==> src/rtl/xytlp_pkg.sv <==
`timescale 1ns / 1ps
// Package for the XY target line parser: line store geometry and character codes.
// No dependencies; the core refers to these by scoped names.
package xytlp_pkg;

  localparam int LINE_BYTES = 64;
  localparam int IDX_W      = $clog2(LINE_BYTES);
  // Scan position may step two past the last entry.
  localparam int POS_W      = $clog2(LINE_BYTES + 2);

  localparam logic [7:0] CH_E  = 8'h45;
  localparam logic [7:0] CH_X  = 8'h58;
  localparam logic [7:0] CH_Y  = 8'h59;
  localparam logic [7:0] CH_LF = 8'h0A;
  localparam logic [7:0] CH_CR = 8'h0D;
  localparam logic [7:0] CH_0  = 8'h30;
  localparam logic [7:0] CH_9  = 8'h39;
  localparam logic [7:0] CH_NUL = 8'h00;

  localparam logic [3:0] DIGIT_SCALE = 4'd10;

endpackage

==> src/rtl/xy_target_line_parser_core.sv <==
`timescale 1ns / 1ps
// XY target line parser core: line store memory plus the line-end scan sequencer.
// Depends on xytlp_pkg for store geometry and character codes.
//
// Flow: a plain byte is written into the store. A terminator that closes a non-empty line
//   starts a scan that reads and then evaluates each visited position: position 0 for E,
//   then a search for X and one for Y, each ending at the end of its number, at a NUL or
//   off the store; the result then waits for the output register while the output stalls.
// Throughput: one byte per cycle between terminators; no new byte during a scan or while the result waits.
// Reset: asynchronous, active low; clears index, sequencer, output valid, entry valid bits.
module xy_target_line_parser_core (
  input  logic               clk_i,
  input  logic               rst_ni,
  input  logic               in_valid_i,
  output logic               in_stall_o,
  input  logic [7:0]         rx_byte_i,
  output logic               out_valid_o,
  input  logic               out_stall_i,
  output logic               cmd_kind_o,
  output logic signed [31:0] x_target_o,
  output logic signed [31:0] y_target_o
);

  localparam int IDX_W = xytlp_pkg::IDX_W;
  localparam int POS_W = xytlp_pkg::POS_W;

  // Sequencer states.
  localparam logic [2:0] S_IDLE    = 3'd0;
  localparam logic [2:0] S_E_RD    = 3'd1;  // read position 0
  localparam logic [2:0] S_E_EV    = 3'd2;  // check for emergency stop
  localparam logic [2:0] S_FIND_RD = 3'd3;  // read next candidate key position
  localparam logic [2:0] S_FIND_EV = 3'd4;  // compare against key / terminator
  localparam logic [2:0] S_DIG_RD  = 3'd5;  // read next digit position
  localparam logic [2:0] S_DIG_EV  = 3'd6;  // accumulate or end the number
  localparam logic [2:0] S_OUT     = 3'd7;  // hand the result to the output register

  logic [2:0]       state_q, state_d;
  logic [IDX_W-1:0] wr_idx_q, wr_idx_d;
  logic [POS_W-1:0] pos_q, pos_d;
  logic             phase_q, phase_d;   // 0: scanning for X, 1: scanning for Y
  logic             estop_q, estop_d;
  logic [31:0]      acc_q, acc_d;
  logic [31:0]      x_acc_q, x_acc_d;

  // Line store and its read path.
  logic [7:0]            mem [xytlp_pkg::LINE_BYTES];
  logic                  valid_q [xytlp_pkg::LINE_BYTES];
  logic [7:0]            rd_data_q;
  logic                  rd_vld_q;
  logic [IDX_W-1:0]      rd_addr;
  logic                  we;
  logic [7:0]            wdata;
  logic [7:0]            rd_byte;

  logic in_acc;
  logic is_term;
  logic out_load;
  logic out_valid_q;
  logic finish;
  logic pos_oor;
  logic [7:0]  key;
  logic [31:0] acc_next;

  assign in_stall_o  = (state_q != S_IDLE);
  assign in_acc      = in_valid_i && !in_stall_o;
  assign is_term     = (rx_byte_i == xytlp_pkg::CH_LF) || (rx_byte_i == xytlp_pkg::CH_CR);
  assign we          = in_acc;
  assign wdata       = is_term ? xytlp_pkg::CH_NUL : rx_byte_i;
  assign rd_addr     = pos_q[IDX_W-1:0];
  // Never-written entries read as zero, as if the store had been cleared.
  assign rd_byte     = rd_vld_q ? rd_data_q : xytlp_pkg::CH_NUL;
  assign pos_oor     = (pos_q >= POS_W'(xytlp_pkg::LINE_BYTES));
  assign key         = phase_q ? xytlp_pkg::CH_Y : xytlp_pkg::CH_X;
  // acc * 10 + digit, wrapping modulo 2^32.
  assign acc_next    = {acc_q[28:0], 3'b000} + {acc_q[30:0], 1'b0} + {28'd0, rd_byte[3:0]};
  assign out_valid_o = out_valid_q;

  always_ff @(posedge clk_i) begin
    if (we) begin
      mem[wr_idx_q] <= wdata;
    end
    rd_data_q <= mem[rd_addr];
  end

  always_ff @(posedge clk_i or negedge rst_ni) begin
    if (!rst_ni) begin
      for (int i = 0; i < xytlp_pkg::LINE_BYTES; i++) begin
        valid_q[i] <= 1'b0;
      end
      rd_vld_q <= 1'b0;
    end else begin
      if (we) begin
        valid_q[wr_idx_q] <= 1'b1;
      end
      rd_vld_q <= valid_q[rd_addr];
    end
  end

  always_comb begin
    state_d  = state_q;
    wr_idx_d = wr_idx_q;
    pos_d    = pos_q;
    phase_d  = phase_q;
    estop_d  = estop_q;
    acc_d    = acc_q;
    x_acc_d  = x_acc_q;
    finish   = 1'b0;
    out_load = 1'b0;

    unique case (state_q)
      S_IDLE: begin
        if (in_acc) begin
          if (is_term) begin
            wr_idx_d = '0;
            if (wr_idx_q != '0) begin
              pos_d   = '0;
              state_d = S_E_RD;
            end
          end else if (wr_idx_q == IDX_W'(xytlp_pkg::LINE_BYTES - 1)) begin
            wr_idx_d = '0;
          end else begin
            wr_idx_d = wr_idx_q + IDX_W'(1);
          end
        end
      end
      S_E_RD: begin
        state_d = S_E_EV;
      end
      S_E_EV: begin
        if (rd_byte == xytlp_pkg::CH_E) begin
          estop_d = 1'b1;
          x_acc_d = '0;
          acc_d   = '0;
          state_d = S_OUT;
        end else begin
          estop_d = 1'b0;
          phase_d = 1'b0;
          pos_d   = '0;
          state_d = S_FIND_RD;
        end
      end
      S_FIND_RD: begin
        if (pos_oor) begin
          acc_d  = '0;
          finish = 1'b1;
        end else begin
          state_d = S_FIND_EV;
        end
      end
      S_FIND_EV: begin
        if (rd_byte == key) begin
          // Skip the key and the separator after it.
          pos_d   = pos_q + POS_W'(2);
          acc_d   = '0;
          state_d = S_DIG_RD;
        end else if (rd_byte == xytlp_pkg::CH_NUL) begin
          acc_d  = '0;
          finish = 1'b1;
        end else begin
          pos_d   = pos_q + POS_W'(1);
          state_d = S_FIND_RD;
        end
      end
      S_DIG_RD: begin
        if (pos_oor) begin
          finish = 1'b1;
        end else begin
          state_d = S_DIG_EV;
        end
      end
      S_DIG_EV: begin
        if (rd_byte >= xytlp_pkg::CH_0 && rd_byte <= xytlp_pkg::CH_9) begin
          acc_d   = acc_next;
          pos_d   = pos_q + POS_W'(1);
          state_d = S_DIG_RD;
        end else begin
          finish = 1'b1;
        end
      end
      S_OUT: begin
        if (!out_valid_q || !out_stall_i) begin
          out_load = 1'b1;
          state_d  = S_IDLE;
        end
      end
      default: begin
        state_d = S_IDLE;
      end
    endcase

    // End of one key search: latch X and restart for Y, or finish the line.
    if (finish) begin
      if (!phase_q) begin
        x_acc_d = acc_d;
        phase_d = 1'b1;
        pos_d   = '0;
        state_d = S_FIND_RD;
      end else begin
        state_d = S_OUT;
      end
    end
  end

  always_ff @(posedge clk_i or negedge rst_ni) begin
    if (!rst_ni) begin
      state_q     <= S_IDLE;
      wr_idx_q    <= '0;
      pos_q       <= '0;
      phase_q     <= 1'b0;
      out_valid_q <= 1'b0;
    end else begin
      state_q  <= state_d;
      wr_idx_q <= wr_idx_d;
      pos_q    <= pos_d;
      phase_q  <= phase_d;
      if (out_load) begin
        out_valid_q <= 1'b1;
      end else if (!out_stall_i) begin
        out_valid_q <= 1'b0;
      end
    end
  end

  // Payload registers: no reset.
  always_ff @(posedge clk_i) begin
    estop_q <= estop_d;
    acc_q   <= acc_d;
    x_acc_q <= x_acc_d;
    if (out_load) begin
      cmd_kind_o <= estop_q;
      x_target_o <= estop_q ? '0 : signed'(x_acc_q);
      y_target_o <= estop_q ? '0 : signed'(acc_q);
    end
  end

  // Write index stays inside the store.
  a_wr_idx_range: assert property (@(posedge clk_i) disable iff (!rst_ni)
    {1'b0, wr_idx_q} < (IDX_W + 1)'(xytlp_pkg::LINE_BYTES))
    else $error("write index out of range");

  // Scan position never runs further than two past the last store entry.
  a_pos_range: assert property (@(posedge clk_i) disable iff (!rst_ni)
    pos_q <= POS_W'(xytlp_pkg::LINE_BYTES + 1))
    else $error("scan position out of range");

  // A terminator closing a non-empty line starts the scan and resets the index.
  a_scan_start: assert property (@(posedge clk_i) disable iff (!rst_ni)
    in_acc && is_term && (wr_idx_q != '0) |=> (state_q == S_E_RD) && (wr_idx_q == '0))
    else $error("scan did not start on terminator");

  // The finished result waits while the output register is still taken.
  a_out_hold: assert property (@(posedge clk_i) disable iff (!rst_ni)
    (state_q == S_OUT) && out_valid_q && out_stall_i |=> (state_q == S_OUT))
    else $error("result overwrote a waiting item");

  // Emergency stop carries zero targets.
  a_estop_zero: assert property (@(posedge clk_i) disable iff (!rst_ni)
    out_valid_q && cmd_kind_o |-> (x_target_o == '0) && (y_target_o == '0))
    else $error("emergency stop with nonzero targets");

endmodule
==> config.mk <==
export PLATFORM = sky130hd
export DESIGN_NAME = xy_target_line_parser_core
export DESIGN_NICKNAME = d
export VERILOG_FILES = /design/src/rtl/xytlp_pkg.sv /design/src/rtl/xy_target_line_parser_core.sv
export SDC_FILE = /design/constraint.sdc
export NUM_CORES = 1
export LEC_CHECK = 0
export ABC_AREA = 0
export BUFFER_PORTS_ARGS = -buffer_cell sky130_fd_sc_hd__buf_4
export CORE_ASPECT_RATIO = 0.6
export CORE_UTILIZATION = 30
export DETAILED_ROUTE_END_ITERATION = 16
export SLEW_MARGIN = 20
export SYNTH_ARGS = -nofsm -noshare
export SYNTH_HDL_FRONTEND = slang
export SYNTH_SLANG_ARGS = --single-unit
==> constraint.sdc <==
create_clock -name clk_i -period 6.74 [get_ports clk_i]
set_input_delay 1.348 -clock clk_i [delete_from_list [all_inputs] [get_ports clk_i]]
set_output_delay 1.348 -clock clk_i [all_outputs]
set_load 0.01 [all_outputs]
# Word level (Yosys, flattened, before mapping)
# Memory sizes are Yosys's and may differ from the RTL's. A register that Yosys moved wholly into a read port is not among the register bits.
# Cells that the tools add are included.
[totals]
wordCells = 186
in_bits = 12
ff_bits = 213
n_memories = 1
out_inout_bits = 67
mem_bits_rw = 512
[mem_list]
columns = ["name", "words", "word_bits", "rd", "rd_ports_with_merged_regs", "wr", "line_no", "rtl"]
rows = [
  ["mem", 64, 8, 1, 1, 1, "xy_target_line_parser_core.sv:46", "logic [7:0] mem [xytlp_pkg::LINE_BYTES];"],
]
[op_classes]
magnitude_cmp = 6
n_addsub = 5
eq_ne = 21
reduce_logical = 15
n_bitwise = 3
mux = 59
[ops]
columns = ["operator", "count"]
rows = [
  ["$mux 32", 9],
  ["$pmux 32 s4", 1],
  ["$or 64x64->64", 1],
  ["$mux 7", 9],
  ["$mux 3", 12],
  ["$add 32x32->32", 1],
  ["$add 32x4->32", 1],
  ["$pmux 7 s4", 1],
  ["$pmux 3 s8", 1],
  ["$ge 7x7->1 const B", 3],
  ["$ne 3x3->1 const B", 7],
  ["$mux 1", 19],
  ["$eq 8x4->1 const B", 2],
  ["$mux 8", 2],
  ["$not 6->7", 2],
  ["$eq 3x3->1 const B", 4],
  ["$mux 6", 2],
  ["$eq 8x7->1", 1],
  ["$eq 8x7->1 const B", 1],
  ["$ge 8x6->1 const B", 1],
  ["$le 8x6->1 const B", 1],
  ["$logic_not 8->1", 1],
  ["$reduce_and 8->1", 1],
  ["$add 7x1->7 const B", 1],
  ["19 further kinds", 25],
]

# Logic depth before layout (Yosys ltp)
# Gate-level depths: netlist of run 1.
[logic_depth]
word_depth = 7
mapped_depth = 15
depth_no_buf = 14

# Least setup slack after synthesis of run 1
# No wires, ideal clock.
[synth_timing]
path_type = "input to register"
startpoint = "input port out_stall_i"
endpoint = "register cmd_kind_o (enable)"
path_slack_ns = 1.704
n_path_buf = 0
cell_stages = 1
setup_time_ns = 0.509
arrival_time_ns = 4.527
t_required_ns = 6.231
path_cell_list = "a21oi_1"
[synth_between]
elab_chain_cells = 4
[synth_rtl]
columns = ["element", "line_no", "rtl"]
rows = [
  ["from (decl)", "xy_target_line_parser_core.sv:18", "input logic out_stall_i,"],
  ["$logic_not 1->1", "n/a", ""],
  ["$logic_or 1x1->1", "xy_target_line_parser_core.sv:181", "if (!out_valid_q || !out_stall_i) begin"],
  ["$mux 1", "xy_target_line_parser_core.sv:181", ""],
  ["$mux 1", "xy_target_line_parser_core.sv:110", "unique case (state_q)"],
  ["to (signal assigned)", "xy_target_line_parser_core.sv:230", "cmd_kind_o <= estop_q;"],
  ["to (decl)", "xy_target_line_parser_core.sv:19", "output logic cmd_kind_o,"],
]
# No other way between the ends.
# A chain may end at the register's enable or synchronous reset.

# Final worst setup path of run 1
[layout_timing]
startpoint = "register rd_vld_q"
endpoint = "register acc_q[30]"
[layout_between]
elab_chain_cells = 5
elab_cells_between_ends = 13
cone_classes = "add/sub (1); order compare (2); eq/ne (2); mux (6); reduce/logical (2)"
[layout_rtl]
columns = ["element", "line_no", "rtl"]
rows = [
  ["from (decl)", "xy_target_line_parser_core.sv:49", "logic rd_vld_q;"],
  ["from (signal assigned)", "xy_target_line_parser_core.sv:95", "rd_vld_q <= valid_q[rd_addr];"],
  ["$mux 8 (*)", "xy_target_line_parser_core.sv:71", "assign rd_byte = rd_vld_q ? rd_data_q : xytlp_pkg::CH_NUL;"],
  ["branches (longest 3 deep; another with $add 32x4->32)", "n/a", ""],
  ["$pmux 32 s4 (*)", "xy_target_line_parser_core.sv:110", ""],
  ["net acc_d[30]", "xy_target_line_parser_core.sv:42", "logic [31:0] acc_q, acc_d;"],
  ["to (signal assigned)", "xy_target_line_parser_core.sv:227", "acc_q <= acc_d;"],
  ["to (decl)", "xy_target_line_parser_core.sv:42", ""],
]
# Mark *: on every way through the listed nets, which the timed path passes.

==> results of run 1 <==
-- critical path, delay by kind of cell (launching register included) --
| family | cells | cell delay [ps] |
|---|---|---|
| DFF | 1 | 480 |
| adders and majority gates | 3 | 970 |
| and+or+nand+nor | 3 | 550 |
| buffers and inverters | 2 | 270 |
| AOI/OAI and AO/OA | 6 | 1360 |
| muxes | 1 | 210 |
-- layer usage --
layer	GRT usage, %	up-vias	wire length [µm]
li1	-	7489	-
met1	23.8	8750	37800
met2	18.0	614	28400
met3	3.73	91	6340
met4	2.96	0	1130
met5	0	-	0
-- sequential cells by signal (all words and copies together), names as in the netlist, 3 cells and up --
| name | count |
|---|---|
| rd_data_q | 8 |
| mem | 512 |
| valid_q | 64 |
| wr_idx_q | 6 |
| x_target_o | 32 |
| pos_q | 7 |
| x_acc_q | 32 |
| y_target_o | 32 |
| state_q | 3 |
| acc_q | 32 |
-- cell type report --
class                           instances  area, µm²  share of cell area [%]
Sequential cell                       733      20900                    60.4
Multi-Input combinational cell       1048       8930                    25.8
Clock buffer                           93       1950                    5.64
Tap cell                             1319       1650                    4.77
Timing Repair Buffer                  100        776                    2.24
Clock inverter                         34        320                   0.926
Inverter                               17       63.8                   0.185
-- power by group through the flow --
| stage | clock network, mW | registers [mW] | logic (mW) |
|---|---|---|---|
| 2_1_floorplan | 0 | 5.33 | 0.980 |
| 3_3_place_gp | 0 | 5.40 | 1.31 |
| 3_5_place_dp | 0 | 5.42 | 1.34 |
| 4_1_cts | 4.03 | 5.33 | 1.34 |
| 5_1_grt | 4.19 | 5.36 | 1.44 |
| 6_report | 3.95 | 5.33 | 1.34 |
-- synthesized netlist by cell type, drive strengths merged, types with 10 or more instances --
master / count / area share (%)
edfxtp: 578 / 57
mux4: 119 / 8.8
nor2: 104 / 1.3
mux2i: 96 / 3.2
nand2: 94 / 1.2
o21ai: 91 / 1.5
dfrtp: 83 / 6.8
nor2b: 76 / 1.6
dfxtp: 72 / 4.7
a21oi: 65 / 1.1
or2: 65 / 1.3
ha: 64 / 2.6
clkbuf: 55 / 0.68
nand3: 54 / 0.92
buf: 49 / 1.2
o22ai: 24 / 0.49
inv: 17 / 0.21
a21o: 15 / 0.37
xor2: 15 / 0.43
a211oi: 13 / 0.32
a22o: 12 / 0.35
nor3: 11 / 0.21
xnor2: 11 / 0.32
o221ai: 10 / 0.29
-- worst paths after layout --
kind,start,to,slack [ps],cells past startpoint
max,rd_vld_q$_DFF_PN0_,acc_q[30]$_DFF_P_,2780,15
min,x_acc_q[2]$_DFF_P_,x_acc_q[2]$_DFF_P_,450,2
max reg2reg,rd_vld_q$_DFF_PN0_,acc_q[30]$_DFF_P_,2780,15
min reg2reg,x_acc_q[2]$_DFF_P_,x_acc_q[2]$_DFF_P_,450,2
max in group asynchronous,rst_ni,pos_q[1]$_DFF_PN0_,4780,2
min in group asynchronous,rst_ni,valid_q[33]$_DFFE_PN0P_,750,1
-- metrics by stage --
| step | power [mW] | util, % | cells | area (µm²) | hold WS, ps |
|---|---|---|---|---|---|
| after floorplan | 6.32 | - | 1902 | 30400 | 424 |
| after global placement | 6.72 | 32.5 | 3217 | 32300 | 441 |
| after detailed placement | 6.76 | 32.5 | 3217 | 32300 | 445 |
| after CTS | 10.7 | 34.8 | 3344 | 34600 | 454 |
| after global routing | 11.0 | 34.8 | 3344 | 34600 | 471 |
| final | 10.6 | 34.8 | 3344 | 34600 | 451 |
-- kinds of logic after synthesis --
family | synth area share, %
AND/OR/NAND/NOR | 7.81
flip-flops | 68.7
buffers and inverters | 2.06
AO/OA/AOI/OAI | 5.89
XOR/XNOR | 0.750
adder cells (fa/ha/maj) | 2.70
multiplexers | 12.1
==> impl_metrics.csv, run 1 <==
group,metric,value,unit
synth,ys_seq_area_share,68.7,%
floorplan,core_area,99300,µm²
grt,grt_antenna_before_repair,3,
sta,setup_tns,0,ps
route,drt-initial-drc-count,1903,
power,p_int,7.92,mW
clock_tree,root_buffer,"clkbuf_16",
floorplan,initial_core_util,30.6,%
clock_tree,clockBufferDepth,3,
route,viasPerCell,5.07,
setup_path,end_kind,"flip-flop",
setup_path,cp_data_required_time,7240,ps
power,power_density,307,nW/µm²
final_layout,layout_commonest_cell,"edfxtp_1",
clock_tree,post_cts_buffers,0,
synth,syn_area,30400,µm²
final_layout,antenna_cells,0,
clock_tree,cts_tree,"yes",
sta,layout_setup_ws,2780,ps
floorplan,die_h,248,µm
clock_tree,worstSkewPairLatency,630,ps
synth,synth_ff_type,"edfxtp_1",
setup_path,worstSetupStartpointType,"flip-flop",
synth,async_flop_share,11.3,%
route,drc_errors,0,
synth,synth-warning-count,0,
sta,final_max_slew_viol_count,0,
power,power_frac_seq,50.2,%
final_layout,syn_to_final_growth,13.8,%
clock_tree,cts_hold_buf,0,
sta,final_hold_viol_count,0,
hold_path,hold_path_class,"flip-flop to flip-flop",
sta,max_freq,0.252,GHz
clock_tree,clkSlewWorstSetupHoldPaths,60,ps
setup_path,path_class,"flip-flop to flip-flop",
setup_path,critPathArrivalTime,4470,ps
route,drtAntennaViolNets,0,
route,vias,16900,
sta,finClkSkew,25.0,ps
final_layout,drive_above_1_share,20.6,%
sta,finalCritPeriodShare,58.8,%
synth,avgSynthCellArea,16.0,µm²
sta,rsz0062_at_grt,"no",
final_layout,fillers,9402,
placement,dp_slack,2740,ps
route,wl_per_cell,22.0,µm
job,maxCapViolCount,0,
synth,syn_nets,1979,
power,power.switching,2.70,mW
clock_tree,numClockSinks,733,
final_layout,fin_nets,2046,
synth,syn_inst,1902,
grt,first_global_vias,16800,
floorplan,dieArea,103000,µm²
clock_tree,numCtsBuffers,69,
setup_path,slowest_delay,480,ps
clock_tree,cts-resized-gates,0,
placement,post-dp-hpwl,48.2,mm
clock_tree,cts_max_level,3,
setup_path,critPathSlowestCell,"dfrtp_1",
sta,worstMarginPinSlew,1070,ps
grt,grt_max_degree,66,
power,p_sw_share,25.4,%
grt,grt_use_total,14.3,%
power,power.share.clock,37.2,%
synth,synth_edf_count,578,
setup_path,worstPathCellList,"and2_1 -> ha_1 -> ha_1 -> inv_1 -> fa_1 -> and2b_1 -> o2111ai_1 -> a21oi_1 -> o31ai_1 -> o21ai_0 -> buf_4 -> a41oi_1 -> a21oi_1 -> mux2i_1 -> nand3_1",
sta,setup_violations,0,
power,leakagePower,11.9,nW
placement,port_buffers,78,
floorplan,rows,89,
setup_path,cp_max_fo,10,
placement,routabilityCongestion,0.861,
grt,grt_overflow,0,
power,power_frac_comb,12.6,%
sta,period_minus_slack,3960,ps
floorplan,pin_count,79,
power,ir_drop,0.000170,V
floorplan,die_w,413,µm
run_status,status,"completed",
route,routed_wl,73.6,mm
synth,yosys_register_bits,733,
grt,grt_pass1_wl,111,mm
route,firstDrtPassIters,6,
final_layout,final_cell_mix,"578 x edfxtp_1, 119 x mux4_2, 102 x nor2_1",
sta,slew_headroom,28.1,%
synth,ys_types,79,
Note: power is estimated with default switching activity, not from simulation.
==> inputs of run 2 (changes only) <==
Clock period 6.74 ns to 3.3 ns, I/O delays scaled along.
==> run 2 against run 1 <==
Against the previous run: combinational power up 120%; first-iteration DRC count down 18%; cell count up 3.3%; clock skew up 5.6 ps; wire length up 0.82%; critical endpoint is now acc_q[29]$_DFF_P_; largest power group unchanged.
==> impl_metrics.csv, run 2 (same netlist as run 1, synthesis figures left out) <==
group,metric,value,unit
grt,grt_antenna_before_repair,1,
setup_path,path_class,"flip-flop to flip-flop",
sta,max_freq,0.310,GHz
setup_path,cp_data_required_time,3790,ps
clock_tree,worstSkewPairLatency,630,ps
route,wl_per_cell,21.5,µm
placement,routabilityCongestion,0.881,
job,maxCapViolCount,0,
sta,setup_violations,0,
power,leakagePower,12.5,nW
floorplan,die_w,413,µm
grt,grt_overflow,0,
floorplan,core_area,99300,µm²
final_layout,fin_nets,2157,
route,vias,17300,
grt,grt_max_degree,66,
power,ir_drop,0.000465,V
sta,period_minus_slack,3220,ps
floorplan,initial_core_util,30.6,%
setup_path,rrSetupSlack,80,ps
sta,final_max_slew_viol_count,0,
hold_path,hold_path_class,"input pin to asynchronous set/reset pin",
clock_tree,cts_hold_buf,0,
floorplan,dieArea,103000,µm²
sta,finClkSkew,30.6,ps
final_layout,regMostFlops,"mem",
clock_tree,numCtsBuffers,70,
grt,first_global_vias,17400,
final_layout,drive_above_1_share,25.5,%
sta,layout_setup_ws,75.4,ps
final_layout,utilization,36.0,%
sta,slew_headroom,25.4,%
route,drt-initial-drc-count,1562,
route,firstDrtPassIters,5,
sta,finalCritPeriodShare,97.7,%
final_layout,antenna_cells,0,
route,viasPerCell,5.02,
sta,rsz0062_at_grt,"yes",
run_status,status,"completed",
grt,use_met1,22.3,%
clock_tree,clockBufferDepth,3,
final_layout,largestRegisters,"mem: 512 flops, valid_q: 64 flops",
clock_tree,numClockSinks,733,
setup_path,worstSetupStartpointType,"flip-flop",
final_layout,largest_register_ffs,512,
grt,use_met2,19.4,%
sta,final_hold_viol_count,0,
power,power_density,615,nW/µm²
route,drtAntennaViolNets,0,
grt,grt_use_total,14.4,%
clock_tree,cts_max_level,3,
route,routed_wl,74.2,mm
floorplan,pin_count,79,
grt,grtUsageMet3,4.14,%
final_layout,layout_commonest_cell,"edfxtp_1",
placement,port_buffers,78,
clock_tree,clkSlewWorstSetupHoldPaths,60,ps
sta,worstMarginPinSlew,1120,ps
final_layout,final_cell_mix,"578 x edfxtp_1, 196 x buf_4, 119 x mux4_2",
route,drc_errors,0,
clock_tree,cts_tree,"yes",
setup_path,cp_max_fo,4,
clock_tree,root_buffer,"clkbuf_16",
grt,grt_busiest_layer,"met1",
placement,post-dp-hpwl,49.6,mm
floorplan,rows,89,
floorplan,die_h,248,µm
placement,dp_slack,-226,ps
grt,grt_pass1_wl,112,mm
setup_path,critPathArrivalTime,3710,ps
final_layout,syn_to_final_growth,17.6,%
setup_path,end_kind,"flip-flop",
-- run 2: cell count changes in the layout (fill, tap and decap cells not counted), sizes merged --
| cell | delta |
|---|---|
| clkbuf | +1 |
| inv | -3 |
| buf | +110 |
| clkinv | +2 |
| bufinv | +2 |
-- run 2: final cells by class --
class,instances,area [µm²]
Timing Repair Buffer,210,1730
Sequential cell,733,20900
Clock inverter,35,378
Clock buffer,94,1990
Fill cell,9345,63600
Inverter,17,63.8
Multi-Input combinational cell,1048,9030
Tap cell,1319,1650
-- run 2: per-layer routing --
| metal | part of all wire [%] | up-vias |
|---|---|---|
| li1 | - | 7700 |
| met1 | 48 | 8991 |
| met2 | 41 | 556 |
| met3 | 8.6 | 91 |
| met4 | 1.9 | 2 |
| met5 | 0.018 | - |
-- run 2: repair_timing --
| item | CTS | global route |
|---|---|---|
| endpoints found under the setup margin | 6 | 11 |
| buffers inserted | 1 | 3 |
| hold endpoints to repair | 0 | 0 |
| pin swaps | 1 | 13 |
| resized for setup | 7 | 16 |
-- run 2: where the power goes --
part / internal (mW) / switching, mW / total [mW]
combinational: 1.28 / 1.70 / 2.98
sequential: 10.4 / 0.303 / 10.7
clock: 4.80 / 3.45 / 8.25
-- run 2: metrics by stage --
stage | cell area (µm²) | power [mW] | hold WS, ps | std cells | TNS, ps
after floorplan | 30400 | 12.9 | 364 | 1902 | 0
after CTS | 35600 | 22.1 | 225 | 3453 | 0
after global routing | 35700 | 22.8 | 103 | 3456 | -89.7
after detailed placement | 33200 | 13.9 | 445 | 3323 | -625
final | 35700 | 22.0 | 66.5 | 3456 | 0
after global placement | 33200 | 13.8 | 443 | 3323 | -399
-- run 2: final timing paths --
kind / depth (start not counted) / from / to
setup / recovery: 14 / acc_q[0]$_DFF_P_ / acc_q[29]$_DFF_P_
hold / removal: 1 / rst_ni / valid_q[11]$_DFFE_PN0P_
setup reg to reg: 14 / acc_q[0]$_DFF_P_ / acc_q[29]$_DFF_P_
hold reg to reg: 2 / x_acc_q[0]$_DFF_P_ / x_acc_q[0]$_DFF_P_
max in group asynchronous: 2 / rst_ni / valid_q[63]$_DFFE_PN0P_
min in group clk_i: 3 / out_stall_i / out_valid_o$_DFFE_PN0P_
-- run 2: critical path, cell delays in order (launching register included) --
cell	delay, ps
dfxtp_1	350
ha_1	350
a31o_2	270
ha_1	300
buf_4	140
o21ai_0	220
o211ai_1	180
nand2_1	150
o21ai_0	110
o21ai_1	170
buf_4	180
a21oi_1	120
o31ai_2	250
nor3b_1	230
o31ai_1	90
